===== src/rtl/core/scab_pkg.sv =====
// scab_pkg: shared types, codes and decode functions for the size-class block allocator
// no dependencies; used by scab_ctrl, scab_dp and size_class_block_allocator
package scab_pkg;

  // geometry
  localparam int unsigned NUM_CLASSES      = 8;
  localparam int unsigned CLASS_W          = 3;
  localparam int unsigned INDEX_W          = 6;
  localparam int unsigned SIZE_W           = 8;
  localparam int unsigned BYTES_W          = 7;
  localparam int unsigned BLOCKS_PER_CLASS = 64;

  // request opcodes
  localparam logic OP_ALLOC = 1'b0;
  localparam logic OP_FREE  = 1'b1;

  // result status codes
  typedef enum logic [1:0] {
    ST_OK        = 2'd0,
    ST_BAD_SIZE  = 2'd1,
    ST_EXHAUSTED = 2'd2,
    ST_OVERFLOW  = 2'd3
  } status_t;

  // controller to datapath commands
  typedef struct packed {
    logic capture;  // latch request, decode it, launch the stack read
    logic commit;   // apply the stack update and load the result register
  } scab_cmd_t;

  // datapath to controller status
  typedef struct packed {
    logic out_full;  // result register holds an untaken result
  } scab_sts_t;

  // size decode result
  typedef struct packed {
    logic               ok;
    logic [CLASS_W-1:0] cls;
  } class_dec_t;

  // map a request size to its class
  function automatic class_dec_t size_to_class(input logic [SIZE_W-1:0] size);
    class_dec_t d;
    d.ok  = 1'b1;
    d.cls = '0;
    case (size) inside
      [8'd1:8'd4]:   d.cls = 3'd0;
      [8'd5:8'd12]:  d.cls = 3'd1;
      [8'd13:8'd20]: d.cls = 3'd2;
      [8'd21:8'd28]: d.cls = 3'd3;
      [8'd29:8'd36]: d.cls = 3'd4;
      [8'd37:8'd44]: d.cls = 3'd5;
      8'd56:         d.cls = 3'd6;
      8'd64:         d.cls = 3'd7;
      default:       d.ok  = 1'b0;
    endcase
    return d;
  endfunction

  // block size of each class
  function automatic logic [BYTES_W-1:0] class_bytes(input logic [CLASS_W-1:0] cls);
    logic [BYTES_W-1:0] b;
    unique case (cls)
      3'd0:    b = 7'd8;
      3'd1:    b = 7'd16;
      3'd2:    b = 7'd24;
      3'd3:    b = 7'd32;
      3'd4:    b = 7'd40;
      3'd5:    b = 7'd48;
      3'd6:    b = 7'd60;
      default: b = 7'd68;
    endcase
    return b;
  endfunction

endpackage


===== src/rtl/core/size_class_block_allocator.sv =====
// size_class_block_allocator: eight LIFO free stacks of block indices, alloc/free requests
// request registered at capture, result at commit; no new request is taken before commit
// the single-port stack memory is read in the accept cycle and pushed in the commit cycle
// a new request is taken while an earlier result still waits in the output register
// reset is synchronous; no clearing pass: per-class low-water marks stand in for the
// reset content of the stacks, so requests are taken from the first cycle after reset
module size_class_block_allocator #(
  parameter int unsigned BLOCKS_PER_CLASS = scab_pkg::BLOCKS_PER_CLASS
) (
  input  logic                          clk,
  input  logic                          rst_n,
  input  logic                          in_valid,
  output logic                          in_ready,
  input  logic                          in_opcode,
  input  logic [scab_pkg::SIZE_W-1:0]   in_request_size,
  input  logic [scab_pkg::CLASS_W-1:0]  in_free_class,
  input  logic [scab_pkg::INDEX_W-1:0]  in_free_index,
  output logic                          out_valid,
  input  logic                          out_ready,
  output logic [1:0]                    out_status,
  output logic [scab_pkg::CLASS_W-1:0]  out_block_class,
  output logic [scab_pkg::INDEX_W-1:0]  out_block_index,
  output logic [scab_pkg::BYTES_W-1:0]  out_block_bytes
);

  scab_pkg::scab_cmd_t cmd;
  scab_pkg::scab_sts_t sts;

  // sequencer
  scab_ctrl u_ctrl (
    .clk       (clk),
    .rst_n     (rst_n),
    .in_valid  (in_valid),
    .in_ready  (in_ready),
    .out_ready (out_ready),
    .sts       (sts),
    .cmd       (cmd)
  );

  // stacks, counts and result register
  scab_dp #(
    .BLOCKS_PER_CLASS (BLOCKS_PER_CLASS)
  ) u_dp (
    .clk             (clk),
    .rst_n           (rst_n),
    .cmd             (cmd),
    .sts             (sts),
    .in_opcode       (in_opcode),
    .in_request_size (in_request_size),
    .in_free_class   (in_free_class),
    .in_free_index   (in_free_index),
    .out_ready       (out_ready),
    .out_valid       (out_valid),
    .out_status      (out_status),
    .out_block_class (out_block_class),
    .out_block_index (out_block_index),
    .out_block_bytes (out_block_bytes)
  );

endmodule


===== src/rtl/core/scab_ctrl.sv =====
// scab_ctrl: two-state sequencer for the size-class block allocator
// depends on scab_pkg for command and status structs
module scab_ctrl (
  input  logic                 clk,
  input  logic                 rst_n,
  input  logic                 in_valid,
  output logic                 in_ready,
  input  logic                 out_ready,
  input  scab_pkg::scab_sts_t  sts,
  output scab_pkg::scab_cmd_t  cmd
);

  typedef enum logic [1:0] {
    S_IDLE = 2'b01,
    S_EXEC = 2'b10
  } state_t;

  state_t state_r, state_nxt;

  // handshake and commands
  assign in_ready    = (state_r == S_IDLE);
  assign cmd.capture = in_valid && in_ready;
  assign cmd.commit  = (state_r == S_EXEC) && (!sts.out_full || out_ready);

  // next state
  always_comb begin
    state_nxt = state_r;
    unique case (state_r)
      S_IDLE: if (cmd.capture) state_nxt = S_EXEC;
      S_EXEC: if (cmd.commit) state_nxt = S_IDLE;
      default: state_nxt = S_IDLE;
    endcase
  end

  always_ff @(posedge clk) begin
    if (!rst_n) begin
      state_r <= S_IDLE;
    end else begin
      state_r <= state_nxt;
    end
  end

  // a captured request always goes to execute
  a_capture_exec: assert property (@(posedge clk) disable iff (!rst_n)
    cmd.capture |=> (state_r == S_EXEC))
    else $error("capture did not enter execute");

  // commit frees the input side on the next cycle
  a_commit_ready: assert property (@(posedge clk) disable iff (!rst_n)
    cmd.commit |=> in_ready)
    else $error("commit did not return to idle");

  // no commit without a captured request
  a_commit_after_capture: assert property (@(posedge clk) disable iff (!rst_n)
    cmd.commit |-> !in_ready)
    else $error("commit while idle");

endmodule


===== src/rtl/core/scab_dp.sv =====
// scab_dp: free-stack memory, per-class counts and low-water marks, result register
// depends on scab_pkg for codes, decode functions and command/status structs
module scab_dp #(
  parameter int unsigned BLOCKS_PER_CLASS = scab_pkg::BLOCKS_PER_CLASS
) (
  input  logic                                  clk,
  input  logic                                  rst_n,
  input  scab_pkg::scab_cmd_t                   cmd,
  output scab_pkg::scab_sts_t                   sts,
  input  logic                                  in_opcode,
  input  logic [scab_pkg::SIZE_W-1:0]           in_request_size,
  input  logic [scab_pkg::CLASS_W-1:0]          in_free_class,
  input  logic [scab_pkg::INDEX_W-1:0]          in_free_index,
  input  logic                                  out_ready,
  output logic                                  out_valid,
  output logic [1:0]                            out_status,
  output logic [scab_pkg::CLASS_W-1:0]          out_block_class,
  output logic [scab_pkg::INDEX_W-1:0]          out_block_index,
  output logic [scab_pkg::BYTES_W-1:0]          out_block_bytes
);

  localparam int unsigned PW    = $clog2(BLOCKS_PER_CLASS);
  localparam int unsigned CW    = $clog2(BLOCKS_PER_CLASS + 1);
  localparam int unsigned AW    = scab_pkg::CLASS_W + PW;
  localparam int unsigned DEPTH = scab_pkg::NUM_CLASSES << PW;
  localparam int unsigned IW    = scab_pkg::INDEX_W;
  localparam logic [CW-1:0] FULL = CW'(BLOCKS_PER_CLASS);

  // per-class state: count and lowest count ever reached
  logic [CW-1:0] count_r [scab_pkg::NUM_CLASSES];
  logic [CW-1:0] lowm_r  [scab_pkg::NUM_CLASSES];

  // stacked indices, one region per class
  logic [IW-1:0] mem_r [DEPTH];
  logic [IW-1:0] rd_data_r;

  // captured request
  scab_pkg::status_t              st_r;
  logic [scab_pkg::CLASS_W-1:0]   cls_r;
  logic [IW-1:0]                  fidx_r;
  logic [CW-1:0]                  pos_r;
  logic                           pop_r;
  logic                           push_r;
  logic                           use_reset_r;

  // result register
  logic                           out_valid_r, out_valid_nxt;
  scab_pkg::status_t              out_status_r;
  logic [scab_pkg::CLASS_W-1:0]   out_class_r;
  logic [IW-1:0]                  out_index_r;
  logic [scab_pkg::BYTES_W-1:0]   out_bytes_r;

  // request decode
  scab_pkg::class_dec_t           dec;
  logic                           is_free;
  logic [scab_pkg::CLASS_W-1:0]   in_cls;
  logic [CW-1:0]                  cnt;
  logic [CW-1:0]                  lw;
  scab_pkg::status_t              st_c;
  logic [scab_pkg::CLASS_W-1:0]   res_cls_c;
  logic [CW-1:0]                  pos_c;
  logic                           pop_c;
  logic                           push_c;
  logic [AW-1:0]                  rd_addr;
  logic [AW-1:0]                  wr_addr;
  logic [CW+IW-1:0]               pos_wide;
  logic [IW-1:0]                  idx_c;

  assign dec     = scab_pkg::size_to_class(in_request_size);
  assign is_free = (in_opcode == scab_pkg::OP_FREE);
  assign in_cls  = is_free ? in_free_class : dec.cls;
  assign cnt     = count_r[in_cls];
  assign lw      = lowm_r[in_cls];

  always_comb begin
    st_c      = scab_pkg::ST_OK;
    res_cls_c = in_cls;
    pos_c     = cnt;
    pop_c     = 1'b0;
    push_c    = 1'b0;
    if (is_free) begin
      if (cnt == FULL) begin
        st_c = scab_pkg::ST_OVERFLOW;
      end else begin
        push_c = 1'b1;
      end
    end else if (!dec.ok) begin
      st_c      = scab_pkg::ST_BAD_SIZE;
      res_cls_c = '0;
    end else if (cnt == '0) begin
      st_c = scab_pkg::ST_EXHAUSTED;
    end else begin
      pop_c = 1'b1;
      pos_c = cnt - CW'(1);
    end
  end

  assign rd_addr = {in_cls, pos_c[PW-1:0]};
  assign wr_addr = {cls_r, pos_r[PW-1:0]};

  // capture the decoded request
  always_ff @(posedge clk) begin
    if (cmd.capture) begin
      st_r        <= st_c;
      fidx_r      <= in_free_index;
      pos_r       <= pos_c;
      use_reset_r <= (pos_c < lw);
    end
  end

  always_ff @(posedge clk) begin
    if (!rst_n) begin
      cls_r  <= '0;
      pop_r  <= 1'b0;
      push_r <= 1'b0;
    end else if (cmd.capture) begin
      cls_r  <= res_cls_c;
      pop_r  <= pop_c;
      push_r <= push_c;
    end
  end

  // stack memory: read at capture, push written at commit
  always_ff @(posedge clk) begin
    if (cmd.capture) begin
      rd_data_r <= mem_r[rd_addr];
    end
  end

  always_ff @(posedge clk) begin
    if (cmd.commit && push_r) begin
      mem_r[wr_addr] <= fidx_r;
    end
  end

  // counts and low-water marks; slots below the mark still hold their reset index
  always_ff @(posedge clk) begin
    if (!rst_n) begin
      for (int c = 0; c < scab_pkg::NUM_CLASSES; c++) begin
        count_r[c] <= FULL;
        lowm_r[c]  <= FULL;
      end
    end else if (cmd.commit) begin
      if (pop_r) begin
        count_r[cls_r] <= pos_r;
        if (use_reset_r) begin
          lowm_r[cls_r] <= pos_r;
        end
      end else if (push_r) begin
        count_r[cls_r] <= pos_r + CW'(1);
      end
    end
  end

  // granted or freed index
  assign pos_wide = {{IW{1'b0}}, pos_r};

  always_comb begin
    case (st_r)
      scab_pkg::ST_OK: begin
        if (pop_r) begin
          idx_c = use_reset_r ? pos_wide[IW-1:0] : rd_data_r;
        end else begin
          idx_c = fidx_r;
        end
      end
      scab_pkg::ST_OVERFLOW: idx_c = fidx_r;
      default:               idx_c = '0;
    endcase
  end

  // result register
  always_comb begin
    out_valid_nxt = out_valid_r;
    if (out_ready) out_valid_nxt = 1'b0;
    if (cmd.commit) out_valid_nxt = 1'b1;
  end

  always_ff @(posedge clk) begin
    if (!rst_n) begin
      out_valid_r <= 1'b0;
    end else begin
      out_valid_r <= out_valid_nxt;
    end
  end

  always_ff @(posedge clk) begin
    if (cmd.commit) begin
      out_status_r <= st_r;
      out_class_r  <= cls_r;
      out_index_r  <= idx_c;
      out_bytes_r  <= (st_r == scab_pkg::ST_OK) ? scab_pkg::class_bytes(cls_r) : '0;
    end
  end

  assign sts.out_full     = out_valid_r;
  assign out_valid        = out_valid_r;
  assign out_status       = out_status_r;
  assign out_block_class  = out_class_r;
  assign out_block_index  = out_index_r;
  assign out_block_bytes  = out_bytes_r;

  // a commit always leaves a result in the register
  a_commit_loads: assert property (@(posedge clk) disable iff (!rst_n)
    cmd.commit |=> out_valid_r)
    else $error("commit did not load result");

  // class count never exceeds the pool size
  a_count_bound: assert property (@(posedge clk) disable iff (!rst_n)
    count_r[cls_r] <= FULL)
    else $error("class count above pool size");

  // low-water mark never above the current count
  a_lowm_bound: assert property (@(posedge clk) disable iff (!rst_n)
    lowm_r[cls_r] <= count_r[cls_r])
    else $error("low-water mark above count");

endmodule

===== config.mk =====
export PLATFORM = sky130hd
export DESIGN_NAME = size_class_block_allocator
export DESIGN_NICKNAME = d
export VERILOG_FILES = /design/src/rtl/core/scab_pkg.sv /design/src/rtl/core/size_class_block_allocator.sv /design/src/rtl/core/scab_ctrl.sv /design/src/rtl/core/scab_dp.sv
export SDC_FILE = /design/constraint.sdc
export NUM_CORES = 2
export LEC_CHECK = 0
export BUFFER_PORTS_ARGS = -buffer_cell sky130_fd_sc_hd__buf_2
export CORE_UTILIZATION = 60
export DETAILED_ROUTE_END_ITERATION = 16
export GPL_ROUTABILITY_DRIVEN = 0
export MAX_ROUTING_LAYER = met4
export PLACE_DENSITY_LB_ADDON = 0.3
export REMOVE_ABC_BUFFERS = 1
export SYNTH_ARGS = -nofsm -noshare
export SYNTH_HDL_FRONTEND = slang
export SYNTH_SLANG_ARGS = --single-unit

===== constraint.sdc =====
create_clock -name clk -period 9.1 [get_ports clk]
set_clock_uncertainty 0.15 [all_clocks]
set_input_delay 0.91 -clock clk [delete_from_list [all_inputs] [get_ports clk]]
set_output_delay 0.91 -clock clk [all_outputs]
set_load 0.005 [all_outputs]

Word level (Yosys, flattened, before mapping)

Memories as Yosys holds them, arrays and structs flattened. A register that Yosys moved wholly into a read port is not among the register bits.
Cells that the tools add are included.

Register bits: 42
Bits in writable memories: 3184
Input port bits: 22
Output and inout port bits: 20
Word-level logic and storage cells: 128
Memories kept: 3

Add/subtract/negate cells: 2
$lt $le $gt $ge: 13
Equal/unequal tests: 14
Mux-type cells: 64
Bitwise gates (word level): 1
Reductions and logical operators: 18

Memories:

| name         | words | bits a word | read ports | clocked after memory_dff | write ports | RTL line      | source |
|---|---|---|---|---|---|---|---|
| u_dp.mem_r   | 512   | 6           | 1          | 1                        | 1           | scab_dp.sv:34 | `logic [IW-1:0] mem_r [DEPTH];` |
| u_dp.count_r | 8     | 7           | 1          | 0                        | 8           | scab_dp.sv:30 | `logic [CW-1:0] count_r [scab_pkg::NUM_CLASSES];` |
| u_dp.lowm_r  | 8     | 7           | 1          | 0                        | 8           | scab_dp.sv:31 | `logic [CW-1:0] lowm_r [scab_pkg::NUM_CLASSES];` |

Operators by type and width:

| kind                                                              | number |
|---|---|
| one-hot mux 7 bit (7 select lines)                                | 1 |
| two-way mux 7 bit                                                 | 6 |
| two-way mux 3 bit                                                 | 13 |
| two-way mux 1 bit                                                 | 34 |
| greater-or-equal comparator 8 x 5 -> 1 bit, second input constant | 2 |
| less-or-equal comparator 8 x 5 -> 1 bit, second input constant    | 2 |
| less-or-equal comparator 8 x 6 -> 1 bit, second input constant    | 2 |
| OR reduction 7 bit                                                | 2 |
| two-way mux 2 bit                                                 | 6 |
| two-way mux 6 bit                                                 | 2 |
| one-hot mux 6 bit (2 select lines)                                | 1 |
| equality test 3 bit, second input constant                        | 3 |
| logical AND 1 bit                                                 | 9 |
| equality test 8 x 6 -> 1 bit, second input constant               | 1 |
| equality test 8 x 7 -> 1 bit, second input constant               | 1 |
| greater-or-equal comparator 8 x 1 -> 1 bit, second input constant | 1 |
| greater-or-equal comparator 8 x 3 -> 1 bit, second input constant | 1 |
| greater-or-equal comparator 8 x 4 -> 1 bit, second input constant | 1 |
| greater-or-equal comparator 8 x 6 -> 1 bit, second input constant | 1 |
| less-or-equal comparator 8 x 3 -> 1 bit, second input constant    | 1 |
| less-or-equal comparator 8 x 4 -> 1 bit, second input constant    | 1 |
| adder 7 x 1 -> 7 bit, second input constant                       | 1 |
| equality test 7 bit, second input constant                        | 1 |
| zero test 7 bit                                                   | 1 |
| 16 further kinds                                                  | 18 |

Logic depth before layout (Yosys ltp)

An unclocked memory read counts as a cell.

Depth after elaboration: 16
Depth in mapped cells: 32
Depth with buffers taken out: 21

By module

A second synthesis with hierarchy kept.

Cell total of the unflattened synthesis: 9506
Area total of the unflattened synthesis: 136788.7 um^2

Modules (own cells, without submodules):

| module    | instances | cells each | area each (um^2) | sequential area each (um^2) |
|---|---|---|---|---|
| scab_dp   | 1         | 9497       | 136694.9         | 96872.9 |
| scab_ctrl | 1         | 9          | 93.8             | 40.0 |

Worst setup path before layout

No wires, ideal clock.

Path type: reg-to-reg
Start: reg u_dp.fidx_r[0]
End: mem u_dp.mem_r[0][0] (netlist name), data pin
Setup time: 1.442 ns
Data arrival time: 6.188 ns
Required time: 7.508 ns
Slack: 1.320 ns
Stages on the path, launching flop included: 1
Path buffers: 0
Period minus slack after synthesis: 7.780 ns
Cell sequence: edfxtp_1

RTL lines:

| item                   | RTL line       | source |
|---|---|---|
| from (decl)            | scab_dp.sv:40  | `logic [IW-1:0] fidx_r;` |
| from (signal assigned) | scab_dp.sv:105 | `fidx_r <= in_free_index;` |
| to (decl)              | scab_dp.sv:34  |  |

Straight into the memory's write port.

Final worst setup path

Start: in in_request_size[5] (netlist name)
End: reg u_dp.rd_data_r[5] (read register of u_dp.mem_r), data pin

Cells in the longest elaborated chain, start to end: 15
Elaborated cells between the ends (all ways): 43
Those cells by class: add/sub (1); order compare (12); eq/ne (2); mux (20); reduce/logical (7); memory (1)

Ends and longest elaborated chain:

| item                                                                                | RTL line                         | source |
|---|---|---|
| from (decl)                                                                         | size_class_block_allocator.sv:15 | `input logic [scab_pkg::SIZE_W-1:0] in_request_size,` |
| branches (longest 15 deep; another with greater-or-equal comparator 8 x 6 -> 1 bit) | -                                |  |
| to (decl)                                                                           | scab_dp.sv:35                    | `logic [IW-1:0] rd_data_r;` |

Parallel ways; which one is timed is not known.
A chain may end at the register's enable or synchronous reset.

==> summary.md <==
| Metric | Value |
|---|---|
| Layout Utilization | `66.6%` |
| Hold crit path type | `primary input to flip-flop` |
| Share of layout cells above drive strength 1 | `14.5%` |
| Fin nets | `8956` |
| Skew-Pair Late Insertion Delay | `0.95 ns` |
| PortBufs | `39` |
| Sequential-to-total area share from yosys stat | `71.0%` |
| Pwr Density | `230 nW/um2` |
| Rel. slew slack | `3.31%` |
| Tcrit/Tclk final | `89.6%` |
| First-pass GRT wire length | `564 mm` |
| Hold path cells | `3` |
| Critical Path RT | `9.64 ns` |
| Detailed Route WL | `389 mm` |
| Antenna violations before repair | `9` |
| Clock sinks | `3230` |
| Worst-path cell chain | `buf_2 -> or3_4 -> o41ai_4 -> a22o_4 -> a2111oi_0 -> a2111oi_2 -> buf_4 -> buf_12 -> a311oi_1 -> a2111oi_4 -> buf_12 -> buf_4 -> mux4_2 -> a22oi_1 -> a21oi_1 -> o21ai_0 -> nand4_1 -> and4_1` |
| Final setup fails | `0` |
| Setup bufs post-CTS | `0` |
| Syn avg cell area | `15.3 um2` |
| Num CTS Buffers | `327` |
| Synthesized area | `136000 um2` |
| Syn-to-layout area delta | `9.93%` |
| Rows | `174` |
| Final-report hold violation count | `0` |
| Slew Limit Fails | `0` |
| Yosys warning count | `0` |
| Worst Max-Slew Pin Slew | `1.44 ns` |
| Fmax | `123 MHz` |
| Seq cells post-synth | `3230` |
| Drt via density | `7.05` |
| Post-route minimum period | `8.15 ns` |
| Clk pin slew, worst setup/hold paths | `0.06 ns` |
| CP top delay family | `compound AO/OA/AOI/OAI gates` |
| Peak supply drop | `0.234 mV` |
| Synth area leaders | `edfxtp_1 (71%), mux4_2 (6.3%), mux2i_1 (3.6%)` |
| Die width | `479 um` |
| Vias in the first global route | `83200` |
| I/O Pins | `42` |
| Fillers | `14600` |
| Chip Height | `479 um` |
| Syn Inst Count | `8949` |
| Status | `complete, no violations` |
| Buffers & Inverters on Critical Path | `5` |
| Multi-input gate area | `36400 um2` |
| Core box area | `225000 um2` |
| Largest net degree at the start of global routing | `218` |
| GRT Util Overall | `34.7%` |
| Post-layout worst setup margin | `0.950 ns` |
| CTS tree | `done` |
| DRC viols | `0` |
| Beginning of the worst hold path | `out_ready` |
| Critical path fanouts, max | `166` |
| Leak pwr | `48.0 nW` |
| Max-Cap Viols | `0` |
| Largest buffer count on any clock path | `4` |
| CP arrival | `8.69 ns` |
| R2r worst-path depth | `16` |
| ANT nets after route | `0` |
| Start of the worst register-to-register path | `u_dp.count_r[7][0]` |
| Reg-to-reg slack, setup | `2.07 ns` |
| Routed wire per std cell | `32.0 um` |
| Clk root buf | `clkbuf_16` |
| Initial Util | `60.6%` |
| Grt total ovfl | `0` |
| Storage element area | `96900 um2` |
| Hold Path Sink | `u_dp.out_valid` |
| Synth area leader | `edfxtp_1` |
| Post-synthesis async set-or-reset flop share | `0%` |
| DR vias | `85700` |
| Slowest stage delay, CP | `0.95 ns` |
| Post-synth top cells | `edfxtp_1 (3222), nand2_1 (1144), nor2_1 (745)` |
| RSZ-0062 raised after global routing | `no` |
| Most common cell in the netlist | `edfxtp_1` |
| Worst r2r dst | `u_dp.rd_data_r[5]` |
| CP endpoint kind | `flip-flop` |
| DRT Pass-1 Iters | `6` |
| DR iter-0 viols | `14000` |
| Number of synthesized flops with an enable pin | `3222` |
| Yosys cell types | `104` |
| H-tree lvl count | `5` |
| Worst Setup Path Type | `primary input to flip-flop` |
| Crit-path slowest cell | `o21ai_0` |
| DIE AREA | `229000 um2` |
| PostCTS Resize Cnt | `0` |
| DPL Wire Length | `226 mm` |
| Pre-CTS setup slack | `0.250 ns` |
| Startpoint Class | `primary input` |
| Yosys top cell area share | `70.9%` |
| Most used flip-flop cell after synthesis | `edfxtp_1` |
[per-stage QoR]
step	area, um2	instances	power [W]	setup TNS [ns]	hold slack [ns]
after floorplan	133000	8282	0.0219	-2355.49	0.304
after global placement	140000	11600	0.0217	0	0.335
after detailed placement	140000	11600	0.0218	0	0.333
after CTS	150000	12100	0.0344	0	0.113
after global routing	150000	12100	0.0353	0	0.206
final	150000	12200	0.0345	0	0.151
[registers in the layout, indices dropped and copies added (netlist names)]
name,flops
u_dp.push_r,1
u_dp.pop_r,1
u_dp.out_block_bytes,5
u_dp.pos_r,7
u_dp.rd_data_r,6
u_dp.use_reset_r,1
u_dp.out_status,2
u_dp.out_valid,1
u_dp.out_block_index,6
u_dp.st_r,2
u_dp.cls_r,3
u_dp.lowm_r,56
u_ctrl.state_r,2
u_dp.mem_r,3072
u_dp.out_block_class,3
u_dp.count_r,56
u_dp.fidx_r,6
[power breakdown]
| part | switching (W) | total (W) | internal (W) |
|---|---|---|---|
| logic | 0.00347 | 0.00519 | 0.00172 |
| clock network | 0.00551 | 0.0129 | 0.00737 |
| registers | 0.0000393 | 0.0165 | 0.0164 |
[how the worst max path moves through the flow]
stage                             startpoint           endpoint  slack (ns)  cells past startpoint
final                     in_request_size[5]  u_dp.rd_data_r[5]        0.95                     18
after CTS                 in_request_size[5]  u_dp.rd_data_r[5]        1.22                     18
after global routing      in_request_size[4]  u_dp.rd_data_r[5]        0.75                     20
after detailed placement  in_request_size[5]  u_dp.rd_data_r[3]        0.25                     19
after floorplan           in_request_size[1]  u_dp.rd_data_r[0]     -183.54                     17
after global placement    in_request_size[4]  u_dp.rd_data_r[5]        0.36                     20
[cell families (layout without fill, tap and decap cells)]
| kind of cell | after synthesis | after routing | synth area share (%) |
|---|---|---|---|
| compound gates | 1348 | 1348 | 6.77 |
| xor+xnor | 7 | 7 | 0.0449 |
| fa+ha+maj | 17 | 17 | 0.156 |
| buf+inv | 693 | 892 | 2.57 |
| flops | 3230 | 3230 | 71.0 |
| mux | 1031 | 1031 | 11.2 |
| other cells | 1 | 12 | 0.00275 |
| simple gates | 2622 | 2622 | 8.22 |
[area by class of cell]
type | count | share of cell area [%]
antenna | 10 | 0.0167
clock buffer | 412 | 5.84
clock inverter | 149 | 0.811
inverter | 25 | 0.0859
multi-input combinational | 5027 | 24.3
sequential | 3230 | 64.6
tap | 2992 | 2.50
timing repair buffer | 306 | 1.87
[worst min-delay path: cells and delay by family]
kind / cells / cell delay, ns
buffers and inverters: 1 / 0.08
and+or+nand+nor: 1 / 0.12
AOI/OAI and AO/OA: 1 / 0.09
[repair_timing]
action / 4_1_cts / 5_1_grt
endpoints found under the setup margin: 0 / 0
endpoints found under the hold margin: 6 / 0
hold buffers: 6 / 0
[per-layer routing]
layer  part of all wire [%]  GRT usage (%)
met5                      0              -
met4                    5.9           17.4
met3                     12           7.51
met2                     47           52.3
met1                     35           45.0
[layout by cell type (no fill, tap or decap), types with 11 or more instances in the layout]
cell	synthesis	final
edfxtp_1	3222	3222
nand2_1	1144	1140
nor2_1	745	734
mux2i_1	492	492
mux4_2	379	379
nand3_1	362	352
clkbuf_16	0	338
o21ai_0	305	305
o211ai_1	218	218
buf_4	35	213
mux2_2	150	150
a21oi_1	149	146
a31oi_1	104	104
a211oi_1	100	100
nor3_1	101	94
and2_1	88	88
o22ai_1	86	86
clkinv_1	1	72
clkbuf_1	290	72
a32oi_1	68	68
o221ai_1	64	64
a22oi_1	64	64
nand4_1	54	54
clkinv_2	0	49
buf_12	11	47
and3_1	43	43
buf_2	214	39
o2111ai_1	39	38
a311oi_1	21	21
bufinv_16	0	21
ha_1	17	16
inv_1	17	15
nor4_1	12	12
o32ai_1	12	12
a2111oi_0	12	11
a221oi_1	11	11
(Power assumes the default switching activity.)
